$ cat config.mk
export PLATFORM = sky130hd
export DESIGN_NAME = pecso_front
export DESIGN_NICKNAME = d
export VERILOG_FILES = /design/src/rtl/core/pecso_pkg.sv /design/src/rtl/core/pecso_front.sv
export SDC_FILE = /design/constraint.sdc
export NUM_CORES = 1
export LEC_CHECK = 0
export BUFFER_PORTS_ARGS = -buffer_cell sky130_fd_sc_hd__buf_2
export CORE_UTILIZATION = 55
export DETAILED_ROUTE_END_ITERATION = 7
export PLACE_DENSITY = 0.84
export SKIP_LAST_GASP = 1
export SLEW_MARGIN = 25
export SYNTH_ARGS = -nofsm -noshare
export SYNTH_HDL_FRONTEND = slang
export SYNTH_SLANG_ARGS = --single-unit
$ cat constraint.sdc
create_clock -name clk_i -period 2.9 [get_ports clk_i]
set_clock_uncertainty 0.05 [all_clocks]
set_input_delay 0.58 -clock clk_i [delete_from_list [all_inputs] [get_ports clk_i]]
set_output_delay 0.58 -clock clk_i [all_outputs]
set_load 0.005 [all_outputs]
$ cat src/rtl/core/pecso_pkg.sv
`default_nettype none
package pecso_pkg;

  localparam int unsigned HighDepth = 32;
  localparam int unsigned LowDepth  = 512;

  localparam int unsigned HighPtrW = $clog2(HighDepth);
  localparam int unsigned HighCntW = $clog2(HighDepth + 1);
  localparam int unsigned LowPtrW  = $clog2(LowDepth);
  localparam int unsigned LowCntW  = $clog2(LowDepth + 1);

  localparam int unsigned CodeW     = 16;
  localparam int unsigned LevelW    = 9;
  localparam int unsigned LowFreeW  = 10;

  // high pushes must lie above the printable range
  localparam logic [CodeW-1:0] AsciiTop = 16'd127;

  typedef enum logic [1:0] {
    ACT_TICK       = 2'd0,
    ACT_PUSH_LOW   = 2'd1,
    ACT_PUSH_BACK  = 2'd2,
    ACT_PUSH_FRONT = 2'd3
  } action_e;

  typedef enum logic [1:0] {
    STAT_OK    = 2'd0,
    STAT_RANGE = 2'd1,
    STAT_FULL  = 2'd2
  } status_e;

  typedef enum logic [2:0] {
    OP_TICK_ODD   = 3'd0,
    OP_TICK_EVEN  = 3'd1,
    OP_PUSH_LOW   = 3'd2,
    OP_PUSH_BACK  = 3'd3,
    OP_PUSH_FRONT = 3'd4
  } op_e;

  typedef struct packed {
    action_e          action;
    logic [CodeW-1:0] code;
    logic             tick_odd;
  } item_t;

  typedef struct packed {
    logic [CodeW-1:0]    pin_code;
    logic                strobe_level;
    status_e             status;
    logic [LowFreeW-1:0] low_free;
    logic                notify;
  } result_t;

  typedef struct packed {
    op_e              op;
    logic             range_ok;
    logic [CodeW-1:0] code;
  } cmd_t;

  typedef struct packed {
    logic [CodeW-1:0]  code_mask;
    logic              test_mode;
    logic [LevelW-1:0] notify_level;
    logic              test_clr;
  } cfg_t;

endpackage
`default_nettype wire

$ cat src/rtl/core/pecso_front.sv
`default_nettype none
module pecso_front (
  input  wire logic              clk_i,
  input  wire logic              rst_ni,
  input  wire logic              start,
  output logic                   busy,
  input  wire pecso_pkg::item_t  item_i,
  input  wire logic [pecso_pkg::CodeW-1:0] code_mask_i,
  output logic                   cmd_valid_o,
  output pecso_pkg::cmd_t        cmd_o,
  input  wire logic              cmd_take_i
);

  localparam int unsigned QueueDepth = 2;
  localparam int unsigned QPtrW      = $clog2(QueueDepth);
  localparam int unsigned QCntW      = $clog2(QueueDepth + 1);

  pecso_pkg::cmd_t  entry_q [QueueDepth];
  logic [QPtrW-1:0] wr_ptr_q, wr_ptr_d;
  logic [QPtrW-1:0] rd_ptr_q, rd_ptr_d;
  logic [QCntW-1:0] cnt_q, cnt_d;
  pecso_pkg::cmd_t  cls;
  logic             accept;
  logic             take;

  // classify: decode the action and check the code range up front
  always_comb begin
    cls.code     = item_i.code;
    cls.range_ok = 1'b1;
    cls.op       = pecso_pkg::OP_TICK_EVEN;
    unique case (item_i.action)
      pecso_pkg::ACT_TICK: begin
        cls.op = item_i.tick_odd ? pecso_pkg::OP_TICK_ODD : pecso_pkg::OP_TICK_EVEN;
      end
      pecso_pkg::ACT_PUSH_LOW: begin
        cls.op       = pecso_pkg::OP_PUSH_LOW;
        cls.range_ok = (item_i.code != '0) && (item_i.code <= code_mask_i);
      end
      pecso_pkg::ACT_PUSH_BACK: begin
        cls.op       = pecso_pkg::OP_PUSH_BACK;
        cls.range_ok = (item_i.code > pecso_pkg::AsciiTop) && (item_i.code <= code_mask_i);
      end
      pecso_pkg::ACT_PUSH_FRONT: begin
        cls.op       = pecso_pkg::OP_PUSH_FRONT;
        cls.range_ok = (item_i.code > pecso_pkg::AsciiTop) && (item_i.code <= code_mask_i);
      end
      default: begin
        cls.op = pecso_pkg::OP_TICK_EVEN;
      end
    endcase
  end

  assign busy        = (cnt_q == QCntW'(QueueDepth));
  assign accept      = start && !busy;
  assign cmd_valid_o = (cnt_q != '0);
  assign take        = cmd_take_i && cmd_valid_o;
  assign cmd_o       = entry_q[rd_ptr_q];

  always_comb begin
    wr_ptr_d = wr_ptr_q;
    rd_ptr_d = rd_ptr_q;
    cnt_d    = cnt_q;
    if (accept) begin
      wr_ptr_d = (wr_ptr_q == QPtrW'(QueueDepth - 1)) ? '0 : wr_ptr_q + 1'b1;
    end
    if (take) begin
      rd_ptr_d = (rd_ptr_q == QPtrW'(QueueDepth - 1)) ? '0 : rd_ptr_q + 1'b1;
    end
    if (accept && !take) begin
      cnt_d = cnt_q + 1'b1;
    end else if (take && !accept) begin
      cnt_d = cnt_q - 1'b1;
    end
  end

  always_ff @(posedge clk_i) begin
    if (accept) begin
      entry_q[wr_ptr_q] <= cls;
    end
  end

  always_ff @(posedge clk_i or negedge rst_ni) begin
    if (!rst_ni) begin
      wr_ptr_q <= '0;
      rd_ptr_q <= '0;
      cnt_q    <= '0;
    end else begin
      wr_ptr_q <= wr_ptr_d;
      rd_ptr_q <= rd_ptr_d;
      cnt_q    <= cnt_d;
    end
  end

endmodule
`default_nettype wire

# Yosys cells after proc, flatten, opt, wreduce, memory -nomap -nowiden
# Memory sizes are Yosys's and may differ from the RTL's.
# Cells that the tools add are included.
dict set report op_classes {
  n_lt_le_gt_ge 2
  multipliers 0
  div_mod_pow 0
  mux 9
  reduce_logical 14
  n_shift 0
  n_bitwise 0
  n_addsub 4
  eq_ne 4
}
# op count
set op_table {}
lappend op_table {{$gt A16 B7 Y1 const B} 1}
lappend op_table {{$le A16 B16 Y1} 1}
lappend op_table {{$reduce_bool A16 Y1} 1}
lappend op_table {{$pmux W3 S4} 1}
lappend op_table {{$eq A2 B2 Y1 const B} 3}
lappend op_table {{$logic_and A1 B1 Y1} 6}
lappend op_table {{$mux W1} 5}
lappend op_table {{$mux W2} 2}
lappend op_table {{$reduce_bool A2 Y1} 2}
lappend op_table {{$logic_not A1 Y1} 3}
lappend op_table {{$add A1 B1 Y1 const B} 2}
lappend op_table {{$add A2 B1 Y2 const B} 1}
lappend op_table {{$eq A2 B1 Y1 const B} 1}
lappend op_table {{$logic_not A2 Y1} 1}
lappend op_table {{$pmux W1 S2} 1}
lappend op_table {{$reduce_or A2 Y1} 1}
lappend op_table {{$sub A2 B1 Y2 const B} 1}
dict set report totals {
  latchBits 0
  output_inout_bits 22
  mem_bits_ro 0
  regBits 4
  ramBits 40
  input_bits 39
  mem_count 1
}
# name words width rd rd_ports_with_merged_regs wr line_no
set memory_table {}
lappend memory_table {entry_q 2 20 1 0 1 pecso_front.sv:18} ;# pecso_pkg::cmd_t entry_q [QueueDepth];

# Logic depth before layout (Yosys ltp)
dict set report depth {
  word_depth 7
  mapped_depth 7
  ltp_nobuf 7
}

# Worst setup path before layout
# OpenSTA, ideal clock, no wires.
dict set report synth_path {
  path_kind {in2reg}
  start {input code_mask_i[1] (netlist bit)}
  end {memory entry_q[0][16] (netlist bit) (data pin)}
  arrival_ns 1.719
  setup_time_ns 0.265
  required_ns 2.585
  setup_slack_ns 0.866
  path_buffers 0
  path_stages 7
  cell_sequence {inv_1 ha_1 nor2b_2 o211ai_1 a2111oi_2 nor4_1 o32a_1}
}
# item line_no
set synth_lines {}
lappend synth_lines {{from (decl)} pecso_front.sv:8} ;# input wire logic [pecso_pkg::CodeW-1:0] code_mask_i,
lappend synth_lines {{to (decl)} pecso_front.sv:18}

==> qor.csv <==
metric,value,unit
outcome,finished clean,
setup.worst_path.end,cmd_o[10],
startpoint,rd_ptr_q,
grt_usage,20.0,%
cts_buffer_depth,2,
wl_met2,1830,um
ctsHoldBuffers,0,
highest_layer,met4,
detail_route.drc_violations,0,
core_area,0.00372,sq mm
grt_first_pass_wirelength,6150,um
h-tree-depth,2,
r2r-end,cnt_q[1],
p_leak,1.16,nW
synth_cell_types,27,
portBuffers,60,
p_per_area,741,mW/mm^2
nets,279,
cp_data_arrival_time,1.69,ns
final_area,0.00262,sq mm
worstSetupStartpointType,register,
syn_to_final_growth,21.1,%
reg2reg_depth,7,
placed_cell_area,0.00254,sq mm
dp_hpwl,2790,um
synth_edf_count,40,
vdd_ir_drop_max,0.000361,V
period_needed,2.32,ns
die_y,64.7,um
grt_overflow,0,
cts_resized,0,
insertion_delay,0.29,ns
grt_antenna_before_repair,0,
die-area,0.00419,sq mm
grt_pass1_vias,1376,
routabilityCongestion,0.740,
final_util,70.5,%
ys_ff_latch,44,
num_rows,22,
drtPass1Iterations,4,
synthesis.area,0.00216,sq mm
preCtsSetupSlack,0.647,ns
io-pin-count,61,
hold_violations,0,
worst_pin_slew,0.447,ns
post_cts_buffers,0,
rsz0062_at_grt,false,
final.setup.worst_slack,0.584,ns
relSlewSlack,70.2,%
crit_slowest_cell,dfrtp_1,
max_stage_delay,0.62,ns
yosys_warnings,0,
required,2.27,ns
ys_seq_area_share,60.2,%
fp.dieW,64.7,um
clock-root-buffer,clkbuf_8,
routed_wl,3650,um
hp-class,in2async,
cp_max_fo,11,
cts_buffers,5,
initial_utilization,58.2,%
critPathKind,reg2out,
synth_nets,211,
ys.flop_type,edfxtp_1,
maxCapViolCount,0,
wl_met3,176,um
cts.sinks,44,
vias_per_cell,5.21,
slew_violations,0,
cp_cell_sequence,buf_4 -> mux2_2 -> buf_2,
num_vias,1396,
whs,0.0331,ns
cts_tree,built,
avgSynthCellArea,14.3,sq um
grt_max_degree,21,
regToRegSetupSlack,1.34,ns
rr_startpoint,cnt_q[0],
fin_crit_sh,79.8,%
fill_cells,273,
ant_nets,0,
drtIter0Drc,78,
wl_per_cell,13.6,um
antennaDiodeCount,0,
setup_viol,0,
fmax,432,MHz
tns,0,ns
async_flop_share,9.09,%
crit_path_end_kind,output port,
met1_length,1570,um
drive_gt1_share,42.3,%
netlist_instances,151,
clkTransAtPathRegs,0.07,ns
==> cell type report <==
type,count,area (sq um),share of cell area (%)
Sequential cell,44,1300,49.7
Multi-Input combinational cell,84,774,29.6
Timing Repair Buffer,63,323,12.3
Inverter,21,78.8,3.01
Clock buffer,7,76.3,2.91
Tap cell,48,60.1,2.29
Clock inverter,1,5.00,0.191
==> state kept, by name, indices dropped and copies added, names as in the netlist <==
name,cells
cnt_q,2
entry_q,40
rd_ptr_q,1
wr_ptr_q,1
==> logic make-up (layout without fill, tap and decap cells) <==
kind of cell | Yosys count | after routing | synth area share [%]
AOI/OAI and AO/OA | 14 | 14 | 4.51
xor gates and xnor gates | 5 | 5 | 2.03
adders and majority gates | 21 | 21 | 12.2
buffers and inverters | 23 | 92 | 4.11
DFF | 44 | 44 | 60.2
muxes | 21 | 21 | 10.9
and+or+nand+nor | 23 | 23 | 6.13
==> report_power, final <==
group          leakage, nW  total, mW  internal, mW  switching (mW)
logic                0.696      0.635         0.339           0.296
clock network       0.0422      0.355         0.169           0.186
registers            0.418      0.949         0.875          0.0741
total                 1.16       1.94          1.38           0.556
==> stage by stage <==
| stage | power (mW) | std cells |
|---|---|---|
| finish | 1.94 | 268 |
| global route | 2.07 | 268 |
| CTS | 1.97 | 268 |
| detailed placement | 1.61 | 260 |
| global placement | 1.59 | 260 |
| floorplan | 1.34 | 151 |
==> layout by cell type, fill, tap and decap left out <==
cell	synthesis	layout
o32a_1	1	1
nand3_1	3	3
inv_1	21	21
a211oi_1	2	2
nand2b_1	1	1
mux2i_1	1	1
buf_2	2	60
o21ai_0	1	1
or2_1	1	1
nand2_1	3	3
nor2_1	3	2
xnor2_1	3	3
mux2_2	20	20
clkinv_2	0	1
nor2_2	0	1
a2111oi_2	1	1
edfxtp_1	40	40
nor4_1	5	5
buf_4	0	3
xor2_1	2	2
nor2b_2	1	1
clkbuf_8	0	5
nand4_1	3	3
dfrtp_1	4	4
and3_1	1	1
clkbuf_1	0	2
ha_1	21	21
a21oi_1	6	6
nor3_1	1	1
nand4_2	1	1
o211ai_1	1	1
a21o_1	2	2
==> worst max-delay path: cells and delay by family, from the launching register on <==
family / cells / cell delay [ns]
buffers and inverters: 2 / 0.42
flip-flops: 1 / 0.62
multiplexers: 1 / 0.36
==> worst min path at each step <==
stage,startpoint,to,cells after the start
final,rst_ni,cnt_q[1],1
after detailed placement,rst_ni,wr_ptr_q,1
after CTS,rst_ni,cnt_q[1],1
after floorplan,rst_ni,cnt_q[0],0
after global placement,rst_ni,wr_ptr_q,1
after global routing,rst_ni,cnt_q[1],1
==> routing by layer <==
| metal | vias up | track usage, % |
|---|---|---|
| li1 | 692 | - |
| met1 | 653 | 23.8 |
| met2 | 47 | 35.0 |
| met3 | 4 | 3.35 |
| met4 | 0 | 9.17 |
| met5 | - | 0 |
==> cell usage after synthesis, types with 2 or more instances <==
library cell / n / share of area (%)
edfxtp_1: 40 / 56
nor2_1: 3 / 0.52
a211oi_1: 2 / 0.69
nor4_1: 5 / 1.4
dfrtp_1: 4 / 4.6
inv_1: 21 / 3.6
a21oi_1: 6 / 1.4
a21o_1: 2 / 0.69
nand4_1: 3 / 0.87
nand2_1: 3 / 0.52
xnor2_1: 3 / 1.2
ha_1: 21 / 12
nand3_1: 3 / 0.69
buf_2: 2 / 0.46
xor2_1: 2 / 0.81
mux2_2: 20 / 10
Power figures use the tool's default switching activity.
